===== src/sv/dctr_pkg.sv =====
// Shared types and constants for the display color temperature ramp block.
package dctr_pkg;

    localparam int CH_W  = 9;
    localparam int CFG_W = 27;
    localparam int DIV_W = 24;
    localparam int DEN_W = 14;

    localparam logic [2:0] REG_MODE      = 3'd0;
    localparam logic [2:0] REG_DAY       = 3'd1;
    localparam logic [2:0] REG_NIGHT     = 3'd2;
    localparam logic [2:0] REG_HOURS     = 3'd3;
    localparam logic [2:0] REG_RAMP_MIN  = 3'd4;
    localparam logic [2:0] REG_FADE_MIN  = 3'd5;
    localparam logic [2:0] REG_DIM       = 3'd6;
    localparam logic [2:0] REG_BL_WINDOW = 3'd7;

    localparam logic [1:0] MODE_OFF       = 2'd0;
    localparam logic [1:0] MODE_TIME      = 2'd1;
    localparam logic [1:0] MODE_BACKLIGHT = 2'd2;

    localparam logic [3:0] FACTOR_FULL = 4'd10;
    localparam logic [3:0] FACTOR_MIN  = 4'd2;

    typedef struct packed {
        logic       kind;
        logic [4:0] hour;
        logic [5:0] minute;
        logic [9:0] backlight_level;
    } item_t;

    typedef struct packed {
        logic [8:0] red_scale;
        logic [8:0] green_scale;
        logic [8:0] blue_scale;
        logic       dim_active;
    } result_t;

    typedef enum logic [2:0] {
        MIX_DAY,
        MIX_NIGHT,
        MIX_RAMP,
        MIX_FADE,
        MIX_BLEND
    } mix_t;

    typedef enum logic [3:0] {
        S_IDLE,
        S_RATE,
        S_RATE_WAIT,
        S_MUL1,
        S_MUL2,
        S_DIV,
        S_DIV_WAIT,
        S_SCALE,
        S_SCALE_WAIT,
        S_PUSH
    } state_t;

endpackage


===== src/sv/dctr_if.sv =====
// Valid/ready channel interfaces for input items and result beats.
interface dctr_item_if;
    logic            valid;
    logic            ready;
    dctr_pkg::item_t data;
    modport source (output valid, output data, input ready);
    modport sink (input valid, input data, output ready);
endinterface

interface dctr_result_if;
    logic              valid;
    logic              ready;
    dctr_pkg::result_t data;
    modport source (output valid, output data, input ready);
    modport sink (input valid, input data, output ready);
endinterface


===== src/sv/dctr_div.sv =====
// Restoring serial divider, one quotient bit per cycle.
module dctr_div #(
    parameter int DW = 24,
    parameter int VW = 14
) (
    input  logic          clk,
    input  logic          rst_n,
    input  logic          start,
    input  logic [DW-1:0] dividend,
    input  logic [VW-1:0] divisor,
    output logic          busy,
    output logic          done,
    output logic [DW-1:0] quotient
);

    localparam int CW = $clog2(DW + 1);

    logic [VW-1:0] rem_reg, rem_next;
    logic [DW-1:0] quo_reg, quo_next;
    logic [VW-1:0] den_reg, den_next;
    logic [CW-1:0] cnt_reg, cnt_next;
    logic          busy_reg, busy_next;
    logic          done_reg, done_next;
    logic [VW:0]   trial;
    logic          ge;

    assign trial = {rem_reg, quo_reg[DW-1]};
    assign ge    = trial >= {1'b0, den_reg};

    always_comb
    begin
        rem_next  = rem_reg;
        quo_next  = quo_reg;
        den_next  = den_reg;
        cnt_next  = cnt_reg;
        busy_next = busy_reg;
        done_next = 1'b0;
        if (start)
        begin
            rem_next  = '0;
            quo_next  = dividend;
            den_next  = divisor;
            cnt_next  = CW'(DW);
            busy_next = 1'b1;
        end
        else if (busy_reg)
        begin
            rem_next = ge ? VW'(trial - {1'b0, den_reg}) : trial[VW-1:0];
            quo_next = {quo_reg[DW-2:0], ge};
            cnt_next = cnt_reg - 1'b1;
            if (cnt_reg == CW'(1))
            begin
                busy_next = 1'b0;
                done_next = 1'b1;
            end
        end
    end

    always_ff @(posedge clk or negedge rst_n)
    begin
        if (!rst_n)
        begin
            cnt_reg  <= '0;
            busy_reg <= 1'b0;
            done_reg <= 1'b0;
        end
        else
        begin
            cnt_reg  <= cnt_next;
            busy_reg <= busy_next;
            done_reg <= done_next;
        end
    end

    always_ff @(posedge clk)
    begin
        rem_reg <= rem_next;
        quo_reg <= quo_next;
        den_reg <= den_next;
    end

    assign busy     = busy_reg;
    assign done     = done_reg;
    assign quotient = quo_reg;

endmodule


===== src/sv/display_color_temperature_ramp_core.sv =====
// Color temperature ramp: RGB panel gains from time ticks or backlight levels.
// An item that leaves the color as it is goes straight to push; one that recomputes it
// runs multiply, divide and scale per channel, after a rate division for a time ramp.
// A new item is taken only after the last is pushed; the shared 24-step divider does all.
// Reset: registers to their defaults, held color to day white, factor 10.
// The next item is taken while a finished result beat still waits.
module display_color_temperature_ramp_core #(
    parameter int SCALE_MAX     = 256,
    parameter int BACKLIGHT_MIN = 1,
    parameter int BACKLIGHT_MAX = 1023
) (
    input  logic                 clk,
    input  logic                 rst_n,
    dctr_item_if.sink            item,
    dctr_result_if.source        result,
    input  logic                 cfg_we,
    input  logic [2:0]           cfg_index,
    input  logic [26:0]          cfg_data
);

    function automatic logic [4:0] mod24(input logic [4:0] v);
        mod24 = (v >= 5'd24) ? 5'(v - 5'd24) : v;
    endfunction

    function automatic logic in_win(input logic [4:0] s, input logic [4:0] e,
                                    input logic [4:0] h);
        if (s < e)
            in_win = (h >= s) && (h < e);
        else if (s == e)
            in_win = 1'b0;
        else
            in_win = (h < e) || (h >= s);
    endfunction

    function automatic logic [4:0] hdiff(input logic [4:0] a, input logic [4:0] b);
        hdiff = (a >= b) ? 5'(a - b) : 5'(a + 5'd24 - b);
    endfunction

    // configuration
    logic [1:0]  mode_reg;
    logic [26:0] day_reg, night_reg;
    logic [9:0]  hours_reg;
    logic [10:0] ramp_min_reg, fade_min_reg;
    logic [14:0] dim_reg;
    logic [19:0] blwin_reg;

    // state
    logic [8:0]  held_reg [3];
    logic [3:0]  factor_reg, factor_next;
    logic [9:0]  last_bl_reg;
    dctr_pkg::state_t state_reg, state_next;
    dctr_pkg::mix_t   mix_reg, mix_next;
    logic [10:0] x_reg, x_next;
    logic [13:0] den_reg, den_next;
    logic [10:0] ramp_eff_reg, ramp_eff_next;
    logic [13:0] rate_reg;
    logic [1:0]  ch_reg;
    logic signed [35:0] prod_reg;
    logic [8:0]  v_reg;
    logic        out_valid_reg;
    dctr_pkg::result_t out_data_reg;

    logic        accept;
    logic        compute;
    logic [4:0]  hh, rs, re, ds, de, dh, sh;
    logic [5:0]  msat;
    logic        auto_dim;
    logic [3:0]  cfgf;
    logic [9:0]  lvl, bl, lo, hi;
    logic [10:0] active, since;
    logic signed [11:0] back;
    logic        push_go;

    logic        div_start, div_busy, div_done;
    logic [23:0] div_dividend, div_q;
    logic [13:0] div_divisor;

    logic [8:0]  d_ch, n_ch, base;
    logic signed [9:0]  diff;
    logic signed [21:0] prod1;
    logic signed [36:0] prod2;
    logic [35:0] mag;
    logic signed [11:0] vsum;

    assign accept  = item.valid && item.ready;
    assign hh      = mod24(item.data.hour);
    assign msat    = (item.data.minute > 6'd59) ? 6'd59 : item.data.minute;
    assign lvl     = item.data.backlight_level;
    assign auto_dim = dim_reg[4];
    assign cfgf    = (dim_reg[3:0] < dctr_pkg::FACTOR_MIN) ? dctr_pkg::FACTOR_MIN :
                     (dim_reg[3:0] > dctr_pkg::FACTOR_FULL) ? dctr_pkg::FACTOR_FULL :
                     dim_reg[3:0];
    assign rs      = mod24(hours_reg[9:5]);
    assign re      = mod24(hours_reg[4:0]);
    assign ds      = mod24(dim_reg[9:5]);
    assign de      = mod24(dim_reg[14:10]);
    assign dh      = hdiff(re, rs);
    assign sh      = hdiff(hh, rs);
    assign active  = 11'({6'd0, dh}) * 11'd60;
    assign since   = 11'({6'd0, sh}) * 11'd60 + 11'({5'd0, msat});
    assign back    = $signed({1'b0, active}) - $signed({1'b0, since});
    assign bl      = item.data.kind ? lvl : last_bl_reg;
    assign lo      = (blwin_reg[19:10] < blwin_reg[9:0]) ? blwin_reg[19:10] : blwin_reg[9:0];
    assign hi      = (blwin_reg[19:10] < blwin_reg[9:0]) ? blwin_reg[9:0] : blwin_reg[19:10];
    assign compute = !item.data.kind ||
                     ((lvl >= 10'(BACKLIGHT_MIN)) && (mode_reg == dctr_pkg::MODE_BACKLIGHT)
                      && (lvl <= 10'(BACKLIGHT_MAX)));

    // mix selection and operands for the accepted item
    always_comb
    begin
        mix_next      = dctr_pkg::MIX_DAY;
        x_next        = '0;
        den_next      = 14'd1;
        ramp_eff_next = (ramp_min_reg == 11'd0) ? 11'd1 : ramp_min_reg;
        if (!item.data.kind && (mode_reg == dctr_pkg::MODE_TIME))
        begin
            if (in_win(rs, re, hh))
            begin
                if ((back > $signed({1'b0, fade_min_reg})) || (fade_min_reg == 11'd0))
                begin
                    if (since >= ramp_eff_next)
                        mix_next = dctr_pkg::MIX_NIGHT;
                    else
                    begin
                        mix_next = dctr_pkg::MIX_RAMP;
                        x_next   = since;
                        den_next = 14'(active) * 14'd10;
                    end
                end
                else
                begin
                    mix_next = dctr_pkg::MIX_FADE;
                    x_next   = 11'(fade_min_reg - back[10:0]);
                    den_next = 14'(fade_min_reg);
                end
            end
        end
        else if (mode_reg == dctr_pkg::MODE_BACKLIGHT)
        begin
            if (bl > hi)
                mix_next = dctr_pkg::MIX_DAY;
            else if (bl <= lo)
                mix_next = dctr_pkg::MIX_NIGHT;
            else
            begin
                mix_next = dctr_pkg::MIX_BLEND;
                x_next   = 11'(hi - bl);
                den_next = 14'(hi - lo);
            end
        end
    end

    always_comb
    begin
        factor_next = factor_reg;
        if (!item.data.kind)
            factor_next = (auto_dim && !in_win(ds, de, hh)) ? dctr_pkg::FACTOR_FULL : cfgf;
        else if (!auto_dim)
            factor_next = cfgf;
    end

    // channel datapath
    always_comb
    begin
        case (ch_reg)
            2'd0:
            begin
                d_ch = day_reg[26:18];
                n_ch = night_reg[26:18];
            end
            2'd1:
            begin
                d_ch = day_reg[17:9];
                n_ch = night_reg[17:9];
            end
            default:
            begin
                d_ch = day_reg[8:0];
                n_ch = night_reg[8:0];
            end
        endcase
    end

    assign base  = ((mix_reg == dctr_pkg::MIX_NIGHT) || (mix_reg == dctr_pkg::MIX_FADE)) ?
                   n_ch : d_ch;
    assign diff  = (mix_reg == dctr_pkg::MIX_FADE) ?
                   $signed({1'b0, d_ch}) - $signed({1'b0, n_ch}) :
                   $signed({1'b0, n_ch}) - $signed({1'b0, d_ch});
    assign prod1 = diff * $signed({1'b0, x_reg});
    assign prod2 = $signed(prod_reg[21:0]) * $signed({1'b0, rate_reg});
    assign mag   = prod_reg[35] ? 36'(-prod_reg) : 36'(prod_reg);
    assign vsum  = prod_reg[35] ? $signed({3'b0, base}) - $signed({1'b0, div_q[10:0]}) :
                                  $signed({3'b0, base}) + $signed({1'b0, div_q[10:0]});
    assign push_go = !out_valid_reg || result.ready;

    // next state
    always_comb
    begin
        state_next = state_reg;
        case (state_reg)
            dctr_pkg::S_IDLE:
                if (accept)
                begin
                    if (!compute)
                        state_next = dctr_pkg::S_PUSH;
                    else if (mix_next == dctr_pkg::MIX_RAMP)
                        state_next = dctr_pkg::S_RATE;
                    else
                        state_next = dctr_pkg::S_MUL1;
                end
            dctr_pkg::S_RATE:      state_next = dctr_pkg::S_RATE_WAIT;
            dctr_pkg::S_RATE_WAIT: if (div_done) state_next = dctr_pkg::S_MUL1;
            dctr_pkg::S_MUL1:      state_next = dctr_pkg::S_MUL2;
            dctr_pkg::S_MUL2:      state_next = dctr_pkg::S_DIV;
            dctr_pkg::S_DIV:       state_next = dctr_pkg::S_DIV_WAIT;
            dctr_pkg::S_DIV_WAIT:  if (div_done) state_next = dctr_pkg::S_SCALE;
            dctr_pkg::S_SCALE:     state_next = dctr_pkg::S_SCALE_WAIT;
            dctr_pkg::S_SCALE_WAIT:
                if (div_done)
                    state_next = (ch_reg == 2'd2) ? dctr_pkg::S_PUSH : dctr_pkg::S_MUL1;
            dctr_pkg::S_PUSH:      if (push_go) state_next = dctr_pkg::S_IDLE;
            default:               state_next = dctr_pkg::S_IDLE;
        endcase
    end

    // divider operands
    always_comb
    begin
        div_start    = 1'b0;
        div_dividend = '0;
        div_divisor  = 14'd1;
        case (state_reg)
            dctr_pkg::S_RATE:
            begin
                div_start    = 1'b1;
                div_dividend = 24'(den_reg);
                div_divisor  = 14'(ramp_eff_reg);
            end
            dctr_pkg::S_DIV:
            begin
                div_start    = 1'b1;
                div_dividend = mag[23:0];
                div_divisor  = den_reg;
            end
            dctr_pkg::S_SCALE:
            begin
                div_start    = 1'b1;
                div_dividend = 24'(v_reg) * 24'(factor_reg);
                div_divisor  = 14'd10;
            end
            default:
            begin
                div_start = 1'b0;
            end
        endcase
    end

    dctr_div #(
        .DW (dctr_pkg::DIV_W),
        .VW (dctr_pkg::DEN_W)
    ) u_div (
        .clk      (clk),
        .rst_n    (rst_n),
        .start    (div_start),
        .dividend (div_dividend),
        .divisor  (div_divisor),
        .busy     (div_busy),
        .done     (div_done),
        .quotient (div_q)
    );

    always_ff @(posedge clk or negedge rst_n)
    begin
        if (!rst_n)
        begin
            state_reg     <= dctr_pkg::S_IDLE;
            mode_reg      <= 2'd0;
            day_reg       <= 27'd67240192;
            night_reg     <= 27'd67212439;
            hours_reg     <= 10'd551;
            ramp_min_reg  <= 11'd300;
            fade_min_reg  <= 11'd60;
            dim_reg       <= 15'd6890;
            blwin_reg     <= 20'd524352;
            held_reg[0]   <= 9'd256;
            held_reg[1]   <= 9'd256;
            held_reg[2]   <= 9'd256;
            factor_reg    <= dctr_pkg::FACTOR_FULL;
            last_bl_reg   <= 10'(BACKLIGHT_MAX);
            ch_reg        <= 2'd0;
            out_valid_reg <= 1'b0;
        end
        else
        begin
            state_reg <= state_next;
            if (cfg_we)
            begin
                case (cfg_index)
                    dctr_pkg::REG_MODE:      mode_reg     <= cfg_data[1:0];
                    dctr_pkg::REG_DAY:       day_reg      <= cfg_data;
                    dctr_pkg::REG_NIGHT:     night_reg    <= cfg_data;
                    dctr_pkg::REG_HOURS:     hours_reg    <= cfg_data[9:0];
                    dctr_pkg::REG_RAMP_MIN:  ramp_min_reg <= cfg_data[10:0];
                    dctr_pkg::REG_FADE_MIN:  fade_min_reg <= cfg_data[10:0];
                    dctr_pkg::REG_DIM:       dim_reg      <= cfg_data[14:0];
                    dctr_pkg::REG_BL_WINDOW: blwin_reg    <= cfg_data[19:0];
                    default:                 mode_reg     <= mode_reg;
                endcase
            end
            if (accept)
            begin
                factor_reg <= factor_next;
                ch_reg     <= 2'd0;
                if (item.data.kind && (lvl >= 10'(BACKLIGHT_MIN)))
                    last_bl_reg <= lvl;
            end
            if ((state_reg == dctr_pkg::S_SCALE_WAIT) && div_done)
            begin
                held_reg[ch_reg] <= (div_q > 24'(SCALE_MAX)) ? 9'(SCALE_MAX) : div_q[8:0];
                ch_reg           <= 2'(ch_reg + 2'd1);
            end
            if ((state_reg == dctr_pkg::S_PUSH) && push_go)
                out_valid_reg <= 1'b1;
            else if (result.ready)
                out_valid_reg <= 1'b0;
        end
    end

    always_ff @(posedge clk)
    begin
        if (accept)
        begin
            mix_reg      <= mix_next;
            x_reg        <= x_next;
            den_reg      <= den_next;
            ramp_eff_reg <= ramp_eff_next;
        end
        if ((state_reg == dctr_pkg::S_RATE_WAIT) && div_done)
            rate_reg <= div_q[13:0];
        if (state_reg == dctr_pkg::S_MUL1)
            prod_reg <= {{14{prod1[21]}}, prod1};
        if ((state_reg == dctr_pkg::S_MUL2) && (mix_reg == dctr_pkg::MIX_RAMP))
            prod_reg <= prod2[35:0];
        if ((state_reg == dctr_pkg::S_DIV_WAIT) && div_done)
            v_reg <= vsum[11] ? 9'd0 : vsum[8:0];
        if ((state_reg == dctr_pkg::S_PUSH) && push_go)
        begin
            out_data_reg.red_scale   <= held_reg[0];
            out_data_reg.green_scale <= held_reg[1];
            out_data_reg.blue_scale  <= held_reg[2];
            out_data_reg.dim_active  <= factor_reg < dctr_pkg::FACTOR_FULL;
        end
    end

    assign item.ready   = (state_reg == dctr_pkg::S_IDLE);
    assign result.valid = out_valid_reg;
    assign result.data  = out_data_reg;

    a_div_idle: assert property (@(posedge clk) disable iff (!rst_n)
        div_start |-> !div_busy)
        else $error("divider started while busy");

    a_push: assert property (@(posedge clk) disable iff (!rst_n)
        (state_reg == dctr_pkg::S_PUSH) && push_go |=>
        out_valid_reg && (state_reg == dctr_pkg::S_IDLE))
        else $error("result beat not loaded");

    a_chan: assert property (@(posedge clk) disable iff (!rst_n)
        (state_reg != dctr_pkg::S_IDLE) && (state_reg != dctr_pkg::S_PUSH) |->
        (ch_reg != 2'd3))
        else $error("channel index out of range");

endmodule

===== src/flat_wrapper.sv =====
// flat-port wrapper written by rule: the top's interface ports become plain ports
module display_color_temperature_ramp_core_flat 
#(
    parameter int SCALE_MAX     = 256,
    parameter int BACKLIGHT_MIN = 1,
    parameter int BACKLIGHT_MAX = 1023
)
  (clk, rst_n, cfg_we, cfg_index, cfg_data, item_valid, item_data, item_ready, result_valid, result_data, result_ready);
  dctr_item_if item_i ();
  dctr_result_if result_i ();
  input  logic clk;
  input  logic rst_n;
  input  logic cfg_we;
  input  logic [2:0] cfg_index;
  input  logic [26:0] cfg_data;
  input wire logic [$bits(item_i.valid)-1:0] item_valid;
  input wire logic [$bits(item_i.data)-1:0] item_data;
  output wire logic [$bits(item_i.ready)-1:0] item_ready;
  output wire logic [$bits(result_i.valid)-1:0] result_valid;
  output wire logic [$bits(result_i.data)-1:0] result_data;
  input wire logic [$bits(result_i.ready)-1:0] result_ready;
  assign item_i.valid = item_valid;
  assign item_i.data = item_data;
  assign item_ready = item_i.ready;
  assign result_valid = result_i.valid;
  assign result_data = result_i.data;
  assign result_i.ready = result_ready;
  display_color_temperature_ramp_core #(.SCALE_MAX(SCALE_MAX), .BACKLIGHT_MIN(BACKLIGHT_MIN), .BACKLIGHT_MAX(BACKLIGHT_MAX)) u_core (.clk(clk), .rst_n(rst_n), .item(item_i), .result(result_i), .cfg_we(cfg_we), .cfg_index(cfg_index), .cfg_data(cfg_data));
endmodule

===== config.mk =====
export PLATFORM = sky130hd
export DESIGN_NAME = display_color_temperature_ramp_core_flat
export DESIGN_NICKNAME = d
export VERILOG_FILES = /design/src/sv/dctr_pkg.sv /design/src/sv/dctr_if.sv /design/src/sv/dctr_div.sv /design/src/sv/display_color_temperature_ramp_core.sv /design/src/flat_wrapper.sv
export SDC_FILE = /design/constraint.sdc
export NUM_CORES = 2
export LEC_CHECK = 0
export BUFFER_PORTS_ARGS = -buffer_cell sky130_fd_sc_hd__buf_2
export CAP_MARGIN = 10
export CELL_PAD_IN_SITES_DETAIL_PLACEMENT = 1
export CELL_PAD_IN_SITES_GLOBAL_PLACEMENT = 1
export CORE_MARGIN = 10
export CORE_UTILIZATION = 45
export DETAILED_ROUTE_END_ITERATION = 8
export GPL_TIMING_DRIVEN = 0
export PLACE_DENSITY_LB_ADDON = 0.05
export SYNTH_ARGS = -nofsm -noshare
export SYNTH_HDL_FRONTEND = slang
export SYNTH_SLANG_ARGS = --single-unit

===== constraint.sdc =====
create_clock -name clk -period 13.7 [get_ports clk]
set_clock_uncertainty 0.1 [all_clocks]
set_input_delay 2.055 -clock clk [delete_from_list [all_inputs] [get_ports clk]]
set_output_delay 2.055 -clock clk [all_outputs]
set_load 0.05 [all_outputs]

Word level (Yosys, flattened, before mapping). Index checks and enable logic that the tools add are counted.

Bitwise logic cells: 1. Reductions and logical operators: 44. Muxes and demuxes: 83. Equality and inequality tests: 33. Add/subtract/negate cells: 24. Magnitude comparators: 27. Multiply operators: 6.

Operators by type and width (count): 14-bit two-way mux (8); 11-bit two-way mux (8); 24-bit two-way mux (3); 36-bit two-way mux (2); 24-bit one-hot mux with 3 select lines (1); 4-bit two-way mux (12); 5-bit two-way mux (9); 14-bit one-hot mux with 3 select lines (1); 10-bit two-way mux (4); 4-bit one-hot mux with 10 select lines (1); 22-bit by 15-bit multiplier with 36-bit output (1); 9-bit one-hot mux with 2 select lines (2); 27-bit bitwise mux (1); 9-bit two-way mux (3); 5-bit >= comparator (second input constant) (5); 5-bit subtractor (second input constant) (5); 24-bit by 9-bit > comparator with 1-bit output (second input constant) (1); 24-bit negation (1); 11-bit logical NOT (2); 10-bit by 12-bit multiplier with 22-bit output (1); 10-bit by 10-bit subtractor with 11-bit output (2); 5-bit < comparator (4); 2-bit AND reduction (10); 5-bit subtractor (4); other kinds (57) (127).

Register bits: 356. Output and inout port bits: 30. Input port bits: 57. Word-level logic and storage cells: 251.

Depth between registers and ports, before layout.
Depth in word-level cells: 18. Depth in mapped cells: 37. Mapped depth without buffers: 36.

By module. A second synthesis with hierarchy kept.

Cells, all modules: 3863. Area total of the unflattened synthesis: 37622.3 µm².

Modules (own cells, without submodules): display_color_temperature_ramp_core (seq. area each 7796.2 µm², cells an instance 3573, instances 1, area each 34394.2 µm²); dctr_div (seq. area each 1596.5 µm², cells an instance 290, instances 1, area each 3228.1 µm²).

Least setup slack after synthesis. Ideal clock, no wire load.

Path type: input to register. From: input port item_data[19]. To: register u_core.x_reg[9], data pin. Setup time: 0.261 ns. Path buffers: 2. Required time: 13.339 ns. Setup slack: 4.548 ns. Arrival time: 8.791 ns. Stages on the path: 32. Cells stage by stage: nor2b_1 -> inv_1 -> ha_1 -> o21ai_0 -> nand2b_1 -> a21oi_1 -> mux2_2 -> inv_1 -> fa_1 -> inv_1 -> fa_1 -> fa_1 -> inv_1 -> ha_1 -> a21oi_1 -> xor2_1 -> inv_1 -> ha_1 -> a21o_1 -> a31oi_1 -> xnor2_1 -> ha_1 -> clkbuf_1 -> a211o_1 -> a211oi_1 -> or3_1 -> a21oi_1 -> a21oi_4 -> nor2b_4 -> and2_1 -> buf_4 -> a221o_1.

Cells in the longest elaborated chain, start to end: 13. Elaborated cells on any way between the ends: 25. Those cells by class: add/sub: 7; mul: 1; order compare: 5; mux: 9; reduce/logical: 3.

Ends and longest elaborated chain: from (decl) (line flat_wrapper.sv:17) `input wire logic [$bits(item_i.data)-1:0] item_data;`; 5-bit subtractor or 5-bit >= comparator (tied branches) (line display_color_temperature_ramp_core.sv:22) `mod24 = (v >= 5'd24) ? 5'(v - 5'd24) : v;`; 5-bit two-way mux * (line display_color_temperature_ramp_core.sv:22); 5-bit adder (line display_color_temperature_ramp_core.sv:36) `hdiff = (a >= b) ? 5'(a - b) : 5'(a + 5'd24 - b);`; 5-bit subtractor (line display_color_temperature_ramp_core.sv:36); 5-bit two-way mux (line display_color_temperature_ramp_core.sv:36); 5-bit by 4-bit multiplier with 9-bit output (line display_color_temperature_ramp_core.sv:100) `assign since = 11'({6'd0, sh}) * 11'd60 + 11'({5'd0, msat});`; 11-bit by 6-bit adder with 11-bit output (line display_color_temperature_ramp_core.sv:100); 11-bit by 11-bit subtractor with 12-bit output (line display_color_temperature_ramp_core.sv:101) `assign back = $signed({1'b0, active}) - $signed({1'b0, since});`; 12-bit > comparator (line display_color_temperature_ramp_core.sv:120) `if ((back > $signed({1'b0, fade_min_reg})) || (fade_min_reg == 11'd0))`; 1-bit logical OR (line display_color_temperature_ramp_core.sv:120); 11-bit two-way mux (line display_color_temperature_ramp_core.sv:120); 11-bit two-way mux * (line display_color_temperature_ramp_core.sv:118) `if (in_win(rs, re, hh))`; 11-bit two-way mux * (line display_color_temperature_ramp_core.sv:116) `if (!item.data.kind && (mode_reg == dctr_pkg::MODE_TIME))`; net u_core.x_next[9] (line display_color_temperature_ramp_core.sv:53) `logic [10:0] x_reg, x_next;`; to (signal assigned) (line display_color_temperature_ramp_core.sv:335) `x_reg <= x_next;`; to (decl) (line display_color_temperature_ramp_core.sv:53).

Mark *: on every way through the listed nets, which the timed path passes. The rest lies on a longest branch. The select of a mux whose other input is x is not followed. A chain may end at the register's enable or synchronous reset.

Final worst setup path.
From: register u_core.ch_reg[1]. To: register u_core.prod_reg[20], data pin.

Cells in the longest elaborated chain, start to end: 7. Elaborated cells on any way between the ends: 10. Those cells by class: add/sub: 2; mul: 1; eq/ne: 1; mux: 5; reduce/logical: 1.

Ends and longest elaborated chain: from (decl) (line display_color_temperature_ramp_core.sv:57) `logic [1:0] ch_reg;`; from (signal assigned) (line display_color_temperature_ramp_core.sv:321) `ch_reg <= 2'(ch_reg + 2'd1);`; 2-bit by 1-bit == test with 1-bit output or 2-bit logical NOT (tied branches) (line display_color_temperature_ramp_core.sv:166) `case (ch_reg)`; 9-bit one-hot mux with 2 select lines (line display_color_temperature_ramp_core.sv:166); 9-bit by 9-bit subtractor with 10-bit output, on equally long branches (line display_color_temperature_ramp_core.sv:189, display_color_temperature_ramp_core.sv:188); 10-bit two-way mux * (line display_color_temperature_ramp_core.sv:187) `assign diff = (mix_reg == dctr_pkg::MIX_FADE) ?`; 10-bit by 12-bit multiplier with 22-bit output * (line display_color_temperature_ramp_core.sv:190) `assign prod1 = diff * $signed({1'b0, x_reg});`; 36-bit two-way mux * (line display_color_temperature_ramp_core.sv:341) `if (state_reg == dctr_pkg::S_MUL1)`; 36-bit two-way mux * (line display_color_temperature_ramp_core.sv:343) `if ((state_reg == dctr_pkg::S_MUL2) && (mix_reg == dctr_pkg::MIX_RAMP))`; to (signal assigned) (line display_color_temperature_ramp_core.sv:342) `prod_reg <= {{14{prod1[21]}}, prod1};`; to (signal assigned) (line display_color_temperature_ramp_core.sv:344) `prod_reg <= prod2[35:0];`; to (decl) (line display_color_temperature_ramp_core.sv:58) `logic signed [35:0] prod_reg;`.

Every way passes the cells marked *; elsewhere a longest branch is shown, timed or not. The select of a mux whose other input is x is not followed.

==> metrics.cfg <==
[layout]
layout.cells.most_common_list = 570 x sky130_fd_sc_hd__inv_1, 411 x sky130_fd_sc_hd__nand2_1, 401 x sky130_fd_sc_hd__fa_1
mostFrequentLayoutCell = sky130_fd_sc_hd__inv_1
final_net_count = 4738
n_antenna_cell = 0
drive_gt1_frac = 0.0998
largest_register_ffs = 28
syn_to_final_growth_pct = 9.13

[logic_synthesis]
avg_cell_area_syn_um2 = 9.76
yosysUniqueCellTypes = 91
synth_warnings = 0
ys_ff_latch = 345
synth_ff_type = sky130_fd_sc_hd__edfxtp_1
syn_area_um2 = 36900
total_nets_after_synthesis = 4605
async_reset_ff_frac = 0.516
number_of_flops_mapped_to_enable_cells_by_yosys = 153
synth_seq_area_share = 0.255
syn-instance-count = 3780

[routing]
avgRoutedWirePerCell_um = 21.5
totalWireLength_um = 108000
ant_nets = 0
detail_route.first_pass.iterations = 6
drc = 0
drt-initial-drc-count = 1455
via_count = 27015
routed_via_density = 5.39

[floorplan]
design.portCount = 87
floorplan.die.height_um = 306
fp.coreArea_um2 = 80900
std_cell_rows = 104
die-width_um = 306
floorplan.initialDensity = 0.456
floorplan.die_area_um2 = 93900

[cts]
tritoncts = yes
clk-insertion-delay-late_ns = 0.60
postCtsHoldBufs = 0
cts.repair_timing.setup_buffer_count = 0
postCtsResizedCells = 0
cts-root-to-sink-buffers = 3
clkSlewWorstSetupHoldPaths_ns = 0.06
cts_made_buffers = 43
clock_sinks = 345
h-tree-depth = 2
clock_tree.root_cell = sky130_fd_sc_hd__clkbuf_16

[timing]
timing.slew.headroom = 0.217
setup_viol = 0
setup_total_negative_slack_ns = 0
post-route-min-period_ns = 10.09
rsz_0062_raised_after_global_routing = no
number_of_failing_hold_endpoints_at_the_final_stage = 0
max_freq_ghz = 0.0991
worst-slew-pin-transition_ns = 1.16
drv_slew = 0
crit_share_post_route = 0.736

[critical_path]
crit_path_max_fanout = 10
start_kind = register
criticalPathCategory = register to register
required_ns = 13.86
r2r_slack_ns = 3.61
cp_num_cells = 31
regToRegStartpoint = u_core.ch_reg[1]
path_buf_inv = 5
worst-r2r-cell-count = 31
crit_family = adder cells
startpoint = u_core.ch_reg[1]
critical_path.most_common_cell = sky130_fd_sc_hd__fa_1
slowest_delay_ns = 0.54
critPathCapture = u_core.prod_reg[20]
worst_path_max_delay_cell = sky130_fd_sc_hd__fa_1
arrival_ns = 10.25
worst_setup_path_end_kind = register
critical_path.reg2reg.endpoint = u_core.prod_reg[20]

[global_routing]
gr-total-overflow = 0
grt_antenna_before_repair = 0
grt_usage = 0.232
largest_net_degree_at_the_start_of_global_routing = 98
first_global_vias = 29467
grt_first_pass_wirelength_um = 171000

[hold_path]
whs_path_depth = 0
hp-class = register to register
holdCritStartpoint = u_core.held_reg[0]

[job]
drv.max_cap_violation_count = 0

[place]
dp_hpwl_um = 88300
routabilityCongestion = 0.881
portBuffers = 83

[outcome]
run_status = finished, final reports clean

==> synthesized netlist by cell type (all sizes together), types with 12 or more instances <==
master  number  area share
o21a        26      0.0053
and2       232       0.039
or3         13      0.0022
o21ai      171       0.023
buf         13      0.0020
o31ai       17      0.0036
a21oi      144       0.020
edfxtp     153        0.12
dfxtp       14      0.0076
mux2i       31      0.0084
a21o        57       0.012
a22o        28      0.0066
inv        571       0.058
nand2b      30      0.0051
nor4        14      0.0024
xor2        49       0.012
nor2       136       0.014
o21bai      16      0.0033
fa         401        0.22
nand3       33      0.0046
or2         16      0.0027
nand2      411       0.042
xnor2      113       0.027
nor2b       49      0.0085
nor3        33      0.0046
dfstp       51       0.036
mux2       132       0.040
ha         367        0.12
a31oi       12      0.0020
clkbuf     153       0.016
dfrtp      127       0.086
==> worst min-delay path by stage <==
stage	to	slack, ns
after floorplan	u_core.result.data[10]	0.32
after global placement	u_core.result.data[11]	0.33
after detailed placement	u_core.result.data[1]	0.33
after CTS	u_core.result.data[1]	0.35
after global routing	u_core.result.data[20]	0.36
final	u_core.result.data[1]	0.34
==> cell type report <==
class	count	area, µm²
Buffer	166	648
Clock buffer	59	1200
Clock inverter	21	314
Fill cell	9176	40700
Inverter	571	2140
Multi-Input combinational cell	2698	24700
Sequential cell	345	9390
Tap cell	1060	1330
Timing Repair Buffer	88	503
==> through the flow <==
stage | instance area [µm²] | cells | hold slack [ns] | setup WS (ns) | util
after floorplan | 36900 | 3780 | 0.325 | 4.55 | -
after global placement | 38600 | 4923 | 0.333 | 3.04 | 0.477
after detailed placement | 38800 | 4928 | 0.333 | 3.01 | 0.479
after CTS | 40300 | 5008 | 0.347 | 3.57 | 0.497
after global routing | 40300 | 5008 | 0.364 | 3.06 | 0.497
final | 40300 | 5008 | 0.344 | 3.61 | 0.497
==> kinds of logic (layout without fill, tap and decap cells) <==
family / count (synthesis) / count (layout) / share of synthesized area
fa+ha+maj: 770 / 770 / 0.343
simple gates: 1010 / 1010 / 0.134
mux: 163 / 163 / 0.0487
buf+inv: 737 / 905 / 0.0757
flops: 345 / 345 / 0.255
compound gates: 592 / 592 / 0.105
xor+xnor: 163 / 163 / 0.0393
==> metal layers <==
layer | wire length, µm | global-route usage | share of wire
met1 | 49900 | 0.311 | 0.46
met2 | 52900 | 0.406 | 0.49
met3 | 3250 | 0.0218 | 0.030
met4 | 1820 | 0.0431 | 0.017
met5 | 0 | 0 | 0
Power is left out: the tool's default activity adds up to more than one toggle a clock period on the data nets, which glitch-free logic cannot reach.
